==> config.mk <==
export PLATFORM = sky130hd
export DESIGN_NAME = linear_probe_hash_table_top
export DESIGN_NICKNAME = d
export VERILOG_FILES = /design/src/hw/rtl/lpht_pkg.sv /design/src/hw/rtl/lpht_ram.sv /design/src/hw/rtl/lpht_dp.sv /design/src/hw/rtl/lpht_ctrl.sv /design/src/hw/rtl/linear_probe_hash_table_top.sv
export SDC_FILE = /design/constraint.sdc
export NUM_CORES = 1
export LEC_CHECK = 0
export ABC_AREA = 1
export BUFFER_PORTS_ARGS = -buffer_cell sky130_fd_sc_hd__buf_2
export CORE_MARGIN = 3
export CORE_UTILIZATION = 30
export CTS_CLUSTER_DIAMETER = 200
export DETAILED_ROUTE_END_ITERATION = 8
export PLACE_DENSITY = 0.44
export SYNTH_ARGS = -nofsm -noshare
export SYNTH_HDL_FRONTEND = slang
export SYNTH_SLANG_ARGS = --single-unit
==> constraint.sdc <==
create_clock -name clk -period 12.3 [get_ports clk]
set_input_delay 3.69 -clock clk [delete_from_list [all_inputs] [get_ports clk]]
set_output_delay 3.69 -clock clk [all_outputs]
set_load 0.01 [all_outputs]
==> src/hw/rtl/lpht_pkg.sv <==
// Shared constants, operation and status codes, and the command/status
// structs that join the hash table controller to its datapath.
// No dependencies.
package lpht_pkg;

    localparam int LPHT_SLOT_COUNT = 8;

    localparam int KEY_W       = 32;
    localparam int KIND_W      = 2;
    localparam int STATUS_W    = 2;
    localparam int SLOT_OUT_W  = 3;
    localparam int OUT_TDATA_W = 8;

    // home slot is worked out a few key bits per cycle
    localparam int HASH_BITS  = 4;
    localparam int HASH_STEPS = KEY_W / HASH_BITS;
    localparam int HCNT_W     = $clog2(HASH_STEPS);

    localparam logic [KIND_W-1:0] KIND_INSERT = 2'd0;
    localparam logic [KIND_W-1:0] KIND_SEARCH = 2'd1;
    localparam logic [KIND_W-1:0] KIND_DELETE = 2'd2;

    localparam logic [STATUS_W-1:0] STS_OK       = 2'd0;
    localparam logic [STATUS_W-1:0] STS_MISSING  = 2'd1;
    localparam logic [STATUS_W-1:0] STS_FULL     = 2'd2;
    localparam logic [STATUS_W-1:0] STS_ZERO_KEY = 2'd3;

    typedef struct packed {
        logic                load;
        logic                hash_step;
        logic                advance;
        logic                mem_wr;
        logic                wr_key;
        logic                res_load;
        logic [STATUS_W-1:0] res_status;
    } lpht_cmd_t;

    typedef struct packed {
        logic [KIND_W-1:0] in_kind;
        logic              in_key_zero;
        logic              clr_last;
        logic              hash_last;
        logic              slot_empty;
        logic              slot_match;
        logic              probe_last;
        logic              out_free;
    } lpht_stat_t;

endpackage

==> src/hw/rtl/lpht_ram.sv <==
// Generic simple dual-port RAM: one write port, one read port with
// registered read data. No dependencies.
module lpht_ram #(
    parameter int WIDTH = 32,
    parameter int DEPTH = 8
) (
    input  logic                             clk,
    input  logic                             wr_en,
    input  logic [$clog2(DEPTH > 1 ? DEPTH : 2)-1:0] wr_addr,
    input  logic [WIDTH-1:0]                 wr_data,
    input  logic [$clog2(DEPTH > 1 ? DEPTH : 2)-1:0] rd_addr,
    output logic [WIDTH-1:0]                 rd_data
);

    logic [WIDTH-1:0] mem [DEPTH];

    always_ff @(posedge clk)
    begin
        if (wr_en)
        begin
            mem[wr_addr] <= wr_data;
        end
        rd_data <= mem[rd_addr];
    end

endmodule

==> src/hw/rtl/lpht_dp.sv <==
// Hash table datapath: key and home-slot registers, probe address and
// count, slot store and result register. Depends on lpht_pkg, lpht_ram.
module lpht_dp import lpht_pkg::*; #(
    parameter int SLOT_COUNT = LPHT_SLOT_COUNT
) (
    input  logic                  clk,
    input  logic                  rst_n,
    input  lpht_cmd_t             cmd,
    output lpht_stat_t            stat,
    input  logic [KIND_W-1:0]     in_kind,
    input  logic [KEY_W-1:0]      in_key,
    output logic                  out_valid,
    input  logic                  out_ready,
    output logic [STATUS_W-1:0]   out_status,
    output logic [SLOT_OUT_W-1:0] out_slot
);

    localparam int IDX_W = (SLOT_COUNT > 1) ? $clog2(SLOT_COUNT) : 1;
    localparam int REM_W = IDX_W + 1;
    localparam logic [REM_W-1:0] MOD_N    = REM_W'(SLOT_COUNT);
    localparam logic [IDX_W-1:0] LAST_IDX = IDX_W'(SLOT_COUNT - 1);

    logic [KEY_W-1:0]      key_reg,    key_next;
    logic [KEY_W-1:0]      shift_reg,  shift_next;
    logic [IDX_W-1:0]      rem_reg,    rem_next;
    logic [HCNT_W-1:0]     hcnt_reg,   hcnt_next;
    logic [IDX_W-1:0]      addr_reg,   addr_next;
    logic [IDX_W-1:0]      pcnt_reg,   pcnt_next;
    logic                  valid_reg,  valid_next;
    logic [STATUS_W-1:0]   status_reg, status_next;
    logic [SLOT_OUT_W-1:0] slot_reg,   slot_next;

    logic [REM_W-1:0] hash_acc;
    logic [IDX_W-1:0] rem_new;
    logic [IDX_W-1:0] addr_inc;
    logic [KEY_W-1:0] wr_data;
    logic [KEY_W-1:0] rd_data;

    // fold the next few key bits into the running remainder
    always_comb
    begin
        hash_acc = {1'b0, rem_reg};
        for (int i = 0; i < HASH_BITS; i++)
        begin
            hash_acc = {hash_acc[IDX_W-1:0], shift_reg[KEY_W-1-i]};
            if (hash_acc >= MOD_N)
            begin
                hash_acc = hash_acc - MOD_N;
            end
        end
        rem_new = hash_acc[IDX_W-1:0];
    end

    assign addr_inc = (addr_reg == LAST_IDX) ? '0 : addr_reg + 1'b1;
    assign wr_data  = cmd.wr_key ? key_reg : '0;

    always_comb
    begin
        key_next    = key_reg;
        shift_next  = shift_reg;
        rem_next    = rem_reg;
        hcnt_next   = hcnt_reg;
        addr_next   = addr_reg;
        pcnt_next   = pcnt_reg;
        valid_next  = valid_reg;
        status_next = status_reg;
        slot_next   = slot_reg;

        if (cmd.load)
        begin
            key_next   = in_key;
            shift_next = in_key;
            rem_next   = '0;
            hcnt_next  = '0;
            pcnt_next  = '0;
        end
        if (cmd.hash_step)
        begin
            shift_next = shift_reg << HASH_BITS;
            rem_next   = rem_new;
            hcnt_next  = hcnt_reg + 1'b1;
            addr_next  = rem_new;
        end
        if (cmd.advance)
        begin
            addr_next = addr_inc;
            pcnt_next = pcnt_reg + 1'b1;
        end

        if (cmd.res_load)
        begin
            valid_next  = 1'b1;
            status_next = cmd.res_status;
            slot_next   = (cmd.res_status == STS_OK) ? SLOT_OUT_W'(addr_reg) : '0;
        end
        else if (out_ready)
        begin
            valid_next = 1'b0;
        end
    end

    always_ff @(posedge clk or negedge rst_n)
    begin
        if (!rst_n)
        begin
            addr_reg  <= '0;
            valid_reg <= 1'b0;
        end
        else
        begin
            addr_reg  <= addr_next;
            valid_reg <= valid_next;
        end
    end

    always_ff @(posedge clk)
    begin
        key_reg    <= key_next;
        shift_reg  <= shift_next;
        rem_reg    <= rem_next;
        hcnt_reg   <= hcnt_next;
        pcnt_reg   <= pcnt_next;
        status_reg <= status_next;
        slot_reg   <= slot_next;
    end

    // read address follows the next probe address, so the registered read data
    // always belongs to the current addr_reg
    lpht_ram #(
        .WIDTH (KEY_W),
        .DEPTH (SLOT_COUNT)
    ) u_slots (
        .clk     (clk),
        .wr_en   (cmd.mem_wr),
        .wr_addr (addr_reg),
        .wr_data (wr_data),
        .rd_addr (addr_next),
        .rd_data (rd_data)
    );

    assign stat.in_kind     = in_kind;
    assign stat.in_key_zero = (in_key == '0);
    assign stat.clr_last    = (addr_reg == LAST_IDX);
    assign stat.hash_last   = (hcnt_reg == HCNT_W'(HASH_STEPS - 1));
    assign stat.slot_empty  = (rd_data == '0);
    assign stat.slot_match  = (rd_data == key_reg);
    assign stat.probe_last  = (pcnt_reg == LAST_IDX);
    assign stat.out_free    = !valid_reg || out_ready;

    assign out_valid  = valid_reg;
    assign out_status = status_reg;
    assign out_slot   = slot_reg;

endmodule

==> src/hw/rtl/lpht_ctrl.sv <==
// Hash table controller: clearing pass, hashing, probe sequencing and
// result hand-off. Depends on lpht_pkg.
module lpht_ctrl import lpht_pkg::*; (
    input  logic       clk,
    input  logic       rst_n,
    input  logic       in_valid,
    output logic       in_ready,
    input  lpht_stat_t stat,
    output lpht_cmd_t  cmd
);

    typedef enum logic [4:0] {
        S_CLEAR = 5'b00001,
        S_IDLE  = 5'b00010,
        S_HASH  = 5'b00100,
        S_PROBE = 5'b01000,
        S_DONE  = 5'b10000
    } state_t;

    state_t              state_reg, state_next;
    logic [KIND_W-1:0]   op_reg,    op_next;
    logic [STATUS_W-1:0] res_reg,   res_next;

    always_comb
    begin
        cmd        = '0;
        in_ready   = 1'b0;
        state_next = state_reg;
        op_next    = op_reg;
        res_next   = res_reg;

        case (state_reg)
            S_CLEAR:
            begin
                cmd.mem_wr  = 1'b1;
                cmd.advance = 1'b1;
                if (stat.clr_last)
                begin
                    state_next = S_IDLE;
                end
            end
            S_IDLE:
            begin
                in_ready = 1'b1;
                if (in_valid)
                begin
                    cmd.load = 1'b1;
                    op_next  = stat.in_kind;
                    if (stat.in_kind inside {KIND_INSERT, KIND_SEARCH, KIND_DELETE})
                    begin
                        if (stat.in_key_zero)
                        begin
                            res_next   = STS_ZERO_KEY;
                            state_next = S_DONE;
                        end
                        else
                        begin
                            state_next = S_HASH;
                        end
                    end
                    else
                    begin
                        res_next   = STS_MISSING;
                        state_next = S_DONE;
                    end
                end
            end
            S_HASH:
            begin
                cmd.hash_step = 1'b1;
                if (stat.hash_last)
                begin
                    state_next = S_PROBE;
                end
            end
            S_PROBE:
            begin
                if (op_reg == KIND_INSERT)
                begin
                    if (stat.slot_empty)
                    begin
                        cmd.mem_wr = 1'b1;
                        cmd.wr_key = 1'b1;
                        res_next   = STS_OK;
                        state_next = S_DONE;
                    end
                    else if (stat.probe_last)
                    begin
                        res_next   = STS_FULL;
                        state_next = S_DONE;
                    end
                    else
                    begin
                        cmd.advance = 1'b1;
                    end
                end
                else
                begin
                    if (stat.slot_empty)
                    begin
                        res_next   = STS_MISSING;
                        state_next = S_DONE;
                    end
                    else if (stat.slot_match)
                    begin
                        // delete empties the slot it found
                        cmd.mem_wr = (op_reg == KIND_DELETE);
                        res_next   = STS_OK;
                        state_next = S_DONE;
                    end
                    else if (stat.probe_last)
                    begin
                        res_next   = STS_MISSING;
                        state_next = S_DONE;
                    end
                    else
                    begin
                        cmd.advance = 1'b1;
                    end
                end
            end
            S_DONE:
            begin
                // hold until the result register is free
                if (stat.out_free)
                begin
                    cmd.res_load   = 1'b1;
                    cmd.res_status = res_reg;
                    state_next     = S_IDLE;
                end
            end
            default:
            begin
                state_next = S_IDLE;
            end
        endcase
    end

    always_ff @(posedge clk or negedge rst_n)
    begin
        if (!rst_n)
        begin
            state_reg <= S_CLEAR;
        end
        else
        begin
            state_reg <= state_next;
        end
    end

    always_ff @(posedge clk)
    begin
        op_reg  <= op_next;
        res_reg <= res_next;
    end

endmodule

==> src/hw/rtl/linear_probe_hash_table_top.sv <==
// Linear-probing hash table of 32-bit keys, top level.
// Slave word: tuser carries the operation (insert, search, delete), tdata the key.
// Master word: tuser carries the status, tdata the slot index (zero padded).
// After reset the slot store is cleared, one slot per cycle; s_axis_tready
// stays low during that pass.
// One operation at a time: an accepted word first forms its home slot (4 key bits
// per cycle, remainder by compare and subtract), then probes 1 to SLOT_COUNT
// slots, each a read of the slot RAM, then loads the result register. Key zero
// and unused operations skip hashing and probing and go straight to the result.
// The next word can be taken in the cycle after the result is loaded, while that
// result may still wait in the output register; no new word is taken before then.
// If the receiver stalls with a result waiting, the following operation
// completes its probe and holds until the output register frees; nothing is
// dropped.
// Depends on lpht_pkg, lpht_ctrl, lpht_dp, lpht_ram.
module linear_probe_hash_table_top import lpht_pkg::*; #(
    parameter int SLOT_COUNT = LPHT_SLOT_COUNT
) (
    input  logic                   clk,
    input  logic                   rst_n,
    input  logic                   s_axis_tvalid,
    output logic                   s_axis_tready,
    input  logic [KEY_W-1:0]       s_axis_tdata,   // [31:0] key
    input  logic [KIND_W-1:0]      s_axis_tuser,   // [1:0] kind
    output logic                   m_axis_tvalid,
    input  logic                   m_axis_tready,
    output logic [OUT_TDATA_W-1:0] m_axis_tdata,   // [2:0] slot_index, [7:3] zero
    output logic [STATUS_W-1:0]    m_axis_tuser    // [1:0] status
);

    lpht_cmd_t             cmd;
    lpht_stat_t            stat;
    logic [SLOT_OUT_W-1:0] out_slot;

    lpht_ctrl u_ctrl (
        .clk      (clk),
        .rst_n    (rst_n),
        .in_valid (s_axis_tvalid),
        .in_ready (s_axis_tready),
        .stat     (stat),
        .cmd      (cmd)
    );

    lpht_dp #(
        .SLOT_COUNT (SLOT_COUNT)
    ) u_dp (
        .clk        (clk),
        .rst_n      (rst_n),
        .cmd        (cmd),
        .stat       (stat),
        .in_kind    (s_axis_tuser),
        .in_key     (s_axis_tdata),
        .out_valid  (m_axis_tvalid),
        .out_ready  (m_axis_tready),
        .out_status (m_axis_tuser),
        .out_slot   (out_slot)
    );

    assign m_axis_tdata = OUT_TDATA_W'(out_slot);

endmodule

== Yosys cells after proc, flatten, opt, wreduce, memory -nomap -nowiden ==
Memory sizes are Yosys's and may differ from the RTL's. A register that Yosys moved wholly into a read port is not among the register bits.
Cells that the tools add are included.

* Flip-flop bits (word level): 91
* RAM bits: 256
* Output and inout bits: 12
* Memories kept: 1

{| class="wikitable"
|+ Memory list
! name !! depth !! width !! read ports !! clocked after memory_dff !! wr ports !! line !! RTL
|-
| u_dp.u_slots.mem || 8 || 32 || 1 || 1 || 1 || lpht_ram.sv:15 || <nowiki>logic [WIDTH-1:0] mem [DEPTH];</nowiki>
|}

* Add/sub/neg operators: 7
* Magnitude comparators: 4
* Eq/ne operators: 19
* Multiplexer cells: 56
* Reduce and logical (&&, ||, !) cells: 15

{| class="wikitable"
|+ Operator list
! kind !! count
|-
| 2-to-1 mux 32 bit || 3
|-
| logical NOT 32 bit || 2
|-
| 2-to-1 mux 5 bit || 11
|-
| 2-to-1 mux 3 bit || 13
|-
| == test 32 bit || 1
|-
| case mux 5 bit (5 select lines) || 1
|-
| 2-to-1 mux 2 bit || 12
|-
| >= comparator 4 bit (second input constant) || 4
|-
| 2-to-1 mux 1 bit || 14
|-
| subtractor 3 x 1 -> 3 bit (second input constant) || 4
|-
| adder 3 x 1 -> 3 bit (second input constant) || 3
|-
| == test 3 bit (second input constant) || 3
|-
| inequality test 2 bit (second input constant) || 4
|-
| inequality test 4 bit (second input constant) || 2
|-
| case mux 2 bit (2 select lines) || 2
|-
| nonzero test 2 bit || 4
|-
| logical NOT 2 bit || 3
|-
| == test 5 x 1 -> 1 bit (second input constant) || 1
|-
| == test 5 x 2 -> 1 bit (second input constant) || 1
|-
| == test 5 x 3 -> 1 bit (second input constant) || 1
|-
| == test 5 x 4 -> 1 bit (second input constant) || 1
|-
| == test 5 bit (second input constant) || 1
|-
| AND reduction 5 bit || 1
|-
| == test 2 bit (second input constant) || 2
|-
| other kinds (7) || 7
|}

== Depth between registers and ports, before layout ==
* Word-level depth: 10
* Depth in mapped cells: 19
* Mapped depth without buffers: 17

== Cells and area by module ==
A second synthesis with hierarchy kept.

* Cell total of the unflattened synthesis: 1,701
* Area total of the unflattened synthesis: 16,225.6 um^2

{| class="wikitable"
|+ Modules (own cells, without submodules)
! module !! instances !! cells an instance !! area an instance (um^2) !! sequential area each (um^2)
|-
| lpht_ram || 1 || 1,156 || 11,872.6 || 8,328.0
|-
| lpht_dp || 1 || 460 || 3,727.3 || 2,082.0
|-
| lpht_ctrl || 1 || 79 || 584.3 || 246.5
|-
| linear_probe_hash_table_top || 1 || 6 || 41.3 || 0.0
|}

== Least setup slack after synthesis ==
Ideal clock, no wire load.

* Path kind: input to register
* Start: input port s_axis_tvalid
* End: register u_dp.hcnt_reg[0], enable pin
* Setup time: 381 ps
* Arrival: 4,593 ps
* Required time: 11,919 ps
* Path slack: 7,326 ps
* Cell stages on the path: 4
* Path buffers: 0
* Path through: inv_1 nor2_1 inv_1 nand2_1

* Cells in the longest elaborated chain, start to end: 3

{| class="wikitable"
|+ Ends and longest elaborated chain
! what !! line !! RTL
|-
| start, declared || linear_probe_hash_table_top.sv:21 || <nowiki>input logic s_axis_tvalid,</nowiki>
|-
| 2-to-1 mux 1 bit || lpht_ctrl.sv:45 || <nowiki>if (in_valid)</nowiki>
|-
| 2-to-1 mux 1 bit || lpht_ctrl.sv:32 || <nowiki>case (state_reg)</nowiki>
|-
| nonzero test 2 bit (no line) || n/a ||
|-
| end signal, assigned || lpht_dp.sv:121 || <nowiki>hcnt_reg <= hcnt_next;</nowiki>
|-
| end, declared || lpht_dp.sv:26 || <nowiki>logic [HCNT_W-1:0] hcnt_reg, hcnt_next;</nowiki>
|}

Every way passes these cells.
A chain may end at the register's enable or synchronous reset.

== Final worst setup path ==
* Start: register u_ctrl.state_reg[3]
* End: output port s_axis_tready

* Cells in the longest elaborated chain, start to end: 2

{| class="wikitable"
|+ Ends and longest elaborated chain
! what !! line !! RTL
|-
| start, declared || lpht_ctrl.sv:20 || <nowiki>state_t state_reg, state_next;</nowiki>
|-
| start signal, assigned || lpht_ctrl.sv:147 || <nowiki>state_reg <= state_next;</nowiki>
|-
| == test 5 x 2 -> 1 bit || lpht_ctrl.sv:32 ||
|-
| 2-to-1 mux 1 bit || lpht_ctrl.sv:32 ||
|-
| end, declared || linear_probe_hash_table_top.sv:22 || <nowiki>output logic s_axis_tready,</nowiki>
|}

Every way passes these cells.

==> impl_metrics.py <==
metrics = {
    "run_status": {
        "status": "finished, final reports clean",
    },
    "logic_synthesis": {
        "synthAdderAreaFrac_pct": 0.462,
        "async_flop_share_pct": 2.45,
        "yosysTopAreaCell": "edfxtp_1",
        "ys_seq_area_share_pct": 65.6,
        "synth_cells": 1637,
        "yosys.cell_count.top_type": "nand2_1",
        "synth_area_leaders": "edfxtp_1 60%, nand3_1 9.2%, nand2_1 9.1%, inv_1 7.5%, dfxtp_1 4.3%",
        "syn-cell-area_mm2": 0.0162,
        "synth_mux_area_share_pct": 0,
        "ys_types": 35,
        "synth_edf_count": 324,
        "synth_top_family_by_area": "simple AND/OR/NAND/NOR gates",
        "synth_xor_area_share_pct": 1.13,
        "synth_ff_type": "edfxtp_1",
        "yosys-top-cells-count": "395 x nand2_1, 324 x edfxtp_1, 324 x inv_1",
        "synth-simple-area-share_pct": 21.4,
        "synth-compound-area-share_pct": 0.909,
        "synth_top_area_share_pct": 59.9,
        "synth-seq-cells": 368,
        "synth_area_per_cell_um2": 9.92,
        "yosys_warnings": 0,
    },
    "worst_setup_path": {
        "path_delay_family": "simple AND/OR/NAND/NOR gates",
        "critPathMaxFanout": 4,
        "critical_path.endpoint_type": "output port",
        "cp_cell_sequence": "nor2_1 > inv_1 > nor4_1 > buf_2",
        "path_class": "reg -> out",
        "critical_path.slowest_cell": "nor4_1",
        "cp_num_buf_inv": 2,
        "startpoint_type": "flop",
        "critPathMaxStageDelay_ns": 0.51,
        "cp.required_ns": 8.61,
        "crit_arrival_ns": 1.95,
        "crit_start": "u_ctrl.state_reg[3]",
        "regToRegStartpoint": "u_dp.key_reg[31]",
    },
    "power_and_ir_drop": {
        "seqPwrFrac_pct": 37.4,
        "swShare_pct": 37.5,
        "vdd_drop_max_uv": 129,
        "power.internal_mw": 2.67,
        "combPwrFrac_pct": 31.5,
        "power_frac_clock_pct": 31.1,
        "switchingPower_mw": 1.60,
        "p_leak_nw": 8.53,
        "powerDensity_mw_per_mm2": 229,
    },
    "finish": {
        "nets": 1721,
        "drive_gt1_share_pct": 9.87,
        "syn2layout_area_growth_pct": 14.8,
        "fill_cells": 5312,
        "largest_register_ffs": 256,
        "fin_util_pct": 35.1,
    },
    "floorplan": {
        "fp.dieW_um": 239,
        "start_util_pct": 30.6,
        "row_count": 84,
        "die_y_um": 239,
        "dieArea_mm2": 0.0570,
        "io_pins": 50,
        "core_area_mm2": 0.0531,
    },
    "placed_design": {
        "hpwl_um": 26100,
        "io_buffers": 44,
        "gp_congestion": 0.816,
    },
    "global_routing": {
        "grt_max_degree": 65,
        "grt_first_pass_wirelength_um": 69200,
        "grt_use_total_pct": 16.4,
        "grt_overflow_total": 0,
        "antenna_found_initial": 3,
        "grt_pass1_vias": 10700,
    },
    "route": {
        "routed-via-count": 10900,
        "wire_per_inst_um": 19.2,
        "drc": 0,
        "wl_um": 46100,
        "vias_per_cell": 4.51,
        "ant_nets": 0,
        "drt-pass1-iter-count": 7,
        "first_iter_violations": 606,
    },
    "cts": {
        "htreeDepth": 2,
        "ctsResizeCount": 0,
        "clock-sinks": 368,
        "clkLatencyLatePin_ns": 0.58,
        "cts_tree": "built",
        "clk_transition_reported_paths_ns": 0.06,
        "cts_buffers": 43,
        "cts_root_buffer": "clkbuf_16",
        "ctsHoldBuffers": 0,
        "cts_max_path_buffers": 3,
        "cts_setup_buffers": 0,
    },
    "sta": {
        "fin_crit_sh_pct": 45.8,
        "tns_ns": 0,
        "worst_pin_slew_ns": 1.05,
        "fin_crit_ns": 5.64,
        "finalSetupViolCount": 0,
        "finalHoldViolCount": 0,
        "finClkSkew_ns": 0.0237,
        "fmax_mhz": 177,
        "slew_violations": 0,
        "rsz0062_at_grt": "no",
        "slew_headroom_pct": 30.0,
    },
    "flow_run": {
        "maxCapViolations": 0,
    },
    "worst_hold_path": {
        "min_from": "u_dp.shift_reg[0]",
        "hp-class": "reg -> reg",
    },
}
==> layout by cell type, fill, tap and decap left out, types with 6 or more instances in the layout <==
cell	count
nor2_1	84
ha_1	6
edfxtp_1	324
xnor2_1	21
buf_4	23
nand2_1	393
inv_2	9
clkinv_2	9
dfxtp_1	35
o21ai_0	11
nor4_1	9
a21oi_1	6
buf_2	44
inv_1	324
dfrtp_1	8
nand3_1	295
clkbuf_16	44
clkbuf_1	8
bufinv_16	6
==> final timing paths <==
kind	end	slack (ns)	cells past startpoint
worst max-delay path	s_axis_tready	6.66	4
worst min-delay path	u_dp.shift_reg[0]	0.46	2
worst max register to register	u_dp.u_slots.rd_data[18]	7.98	15
worst min register to register	u_dp.shift_reg[0]	0.46	2
max in group asynchronous	u_ctrl.state_reg[0]	9.09	1
min in group asynchronous	u_ctrl.state_reg[1]	2.96	1
==> power groups by stage <==
| stage | clock, mW | sequential (mW) | combinational (mW) |
|---|---|---|---|
| 2_1_floorplan | 0 | 1.59 | 0.939 |
| 3_3_place_gp | 0 | 1.62 | 1.38 |
| 3_5_place_dp | 0 | 1.62 | 1.38 |
| 4_1_cts | 1.37 | 1.60 | 1.39 |
| 5_1_grt | 1.41 | 1.61 | 1.53 |
| 6_report | 1.33 | 1.60 | 1.35 |
==> final cells by class <==
| type | count | area (um^2) | share of cell area (%) |
|---|---|---|---|
| Sequential cell | 368 | 10700 | 57.2 |
| Multi-Input combinational cell | 863 | 3990 | 21.4 |
| Inverter | 334 | 1250 | 6.73 |
| Clock buffer | 56 | 1190 | 6.36 |
| Tap cell | 688 | 861 | 4.62 |
| Timing Repair Buffer | 67 | 393 | 2.11 |
| Clock inverter | 24 | 287 | 1.54 |
| Antenna cell | 5 | 12.5 | 0.0671 |
==> worst reg2reg max path, cell delays in order (launching register included) <==
cell and delay (ns):
edfxtp_1 0.48, xnor2_1 0.43, nand2_1 0.10, nor2_1 0.17
nand2_1 0.08, nor2_1 0.20, nand3_1 0.16, nand2_2 0.18
nand3_4 0.50, nand2_2 0.80, buf_4 0.65, nand2_1 0.14
nand3_1 0.10, nand2_1 0.06, nand2_1 0.06, nand2_1 0.09
==> metal layers <==
layer / global-route usage, % / up-vias / share of wire, % / wire [um]
met5: 0 / - / 0 / 0
met4: 4.03 / 0 / 2.1 / 954
met3: 2.87 / 79 / 4.8 / 2200
met2: 27.9 / 203 / 48 / 22200
met1: 21.8 / 5235 / 45 / 20800
li1: - / 5333 / - / -
==> cell families after synthesis <==
family	after synthesis
and+or+nand+nor	807
buffers and inverters	410
DFF	368
AOI/OAI and AO/OA	24
xor gates and xnor gates	21
adders and majority gates	6
other	1
==> per-stage QoR <==
step | total power [mW] | setup WS (ns) | instance area, um^2 | std cells | hold WS [ns]
5_1_grt | 4.55 | 6.47 | 18600 | 2400 | 0.487
2_1_floorplan | 2.52 | 7.33 | 16300 | 1641 | 0.425
6_report | 4.27 | 6.66 | 18600 | 2405 | 0.465
4_1_cts | 4.35 | 6.62 | 18600 | 2400 | 0.464
3_5_place_dp | 3.00 | 6.61 | 17200 | 2320 | 0.456
3_3_place_gp | 3.00 | 6.64 | 17200 | 2320 | 0.457
(Power assumes the default switching activity.)
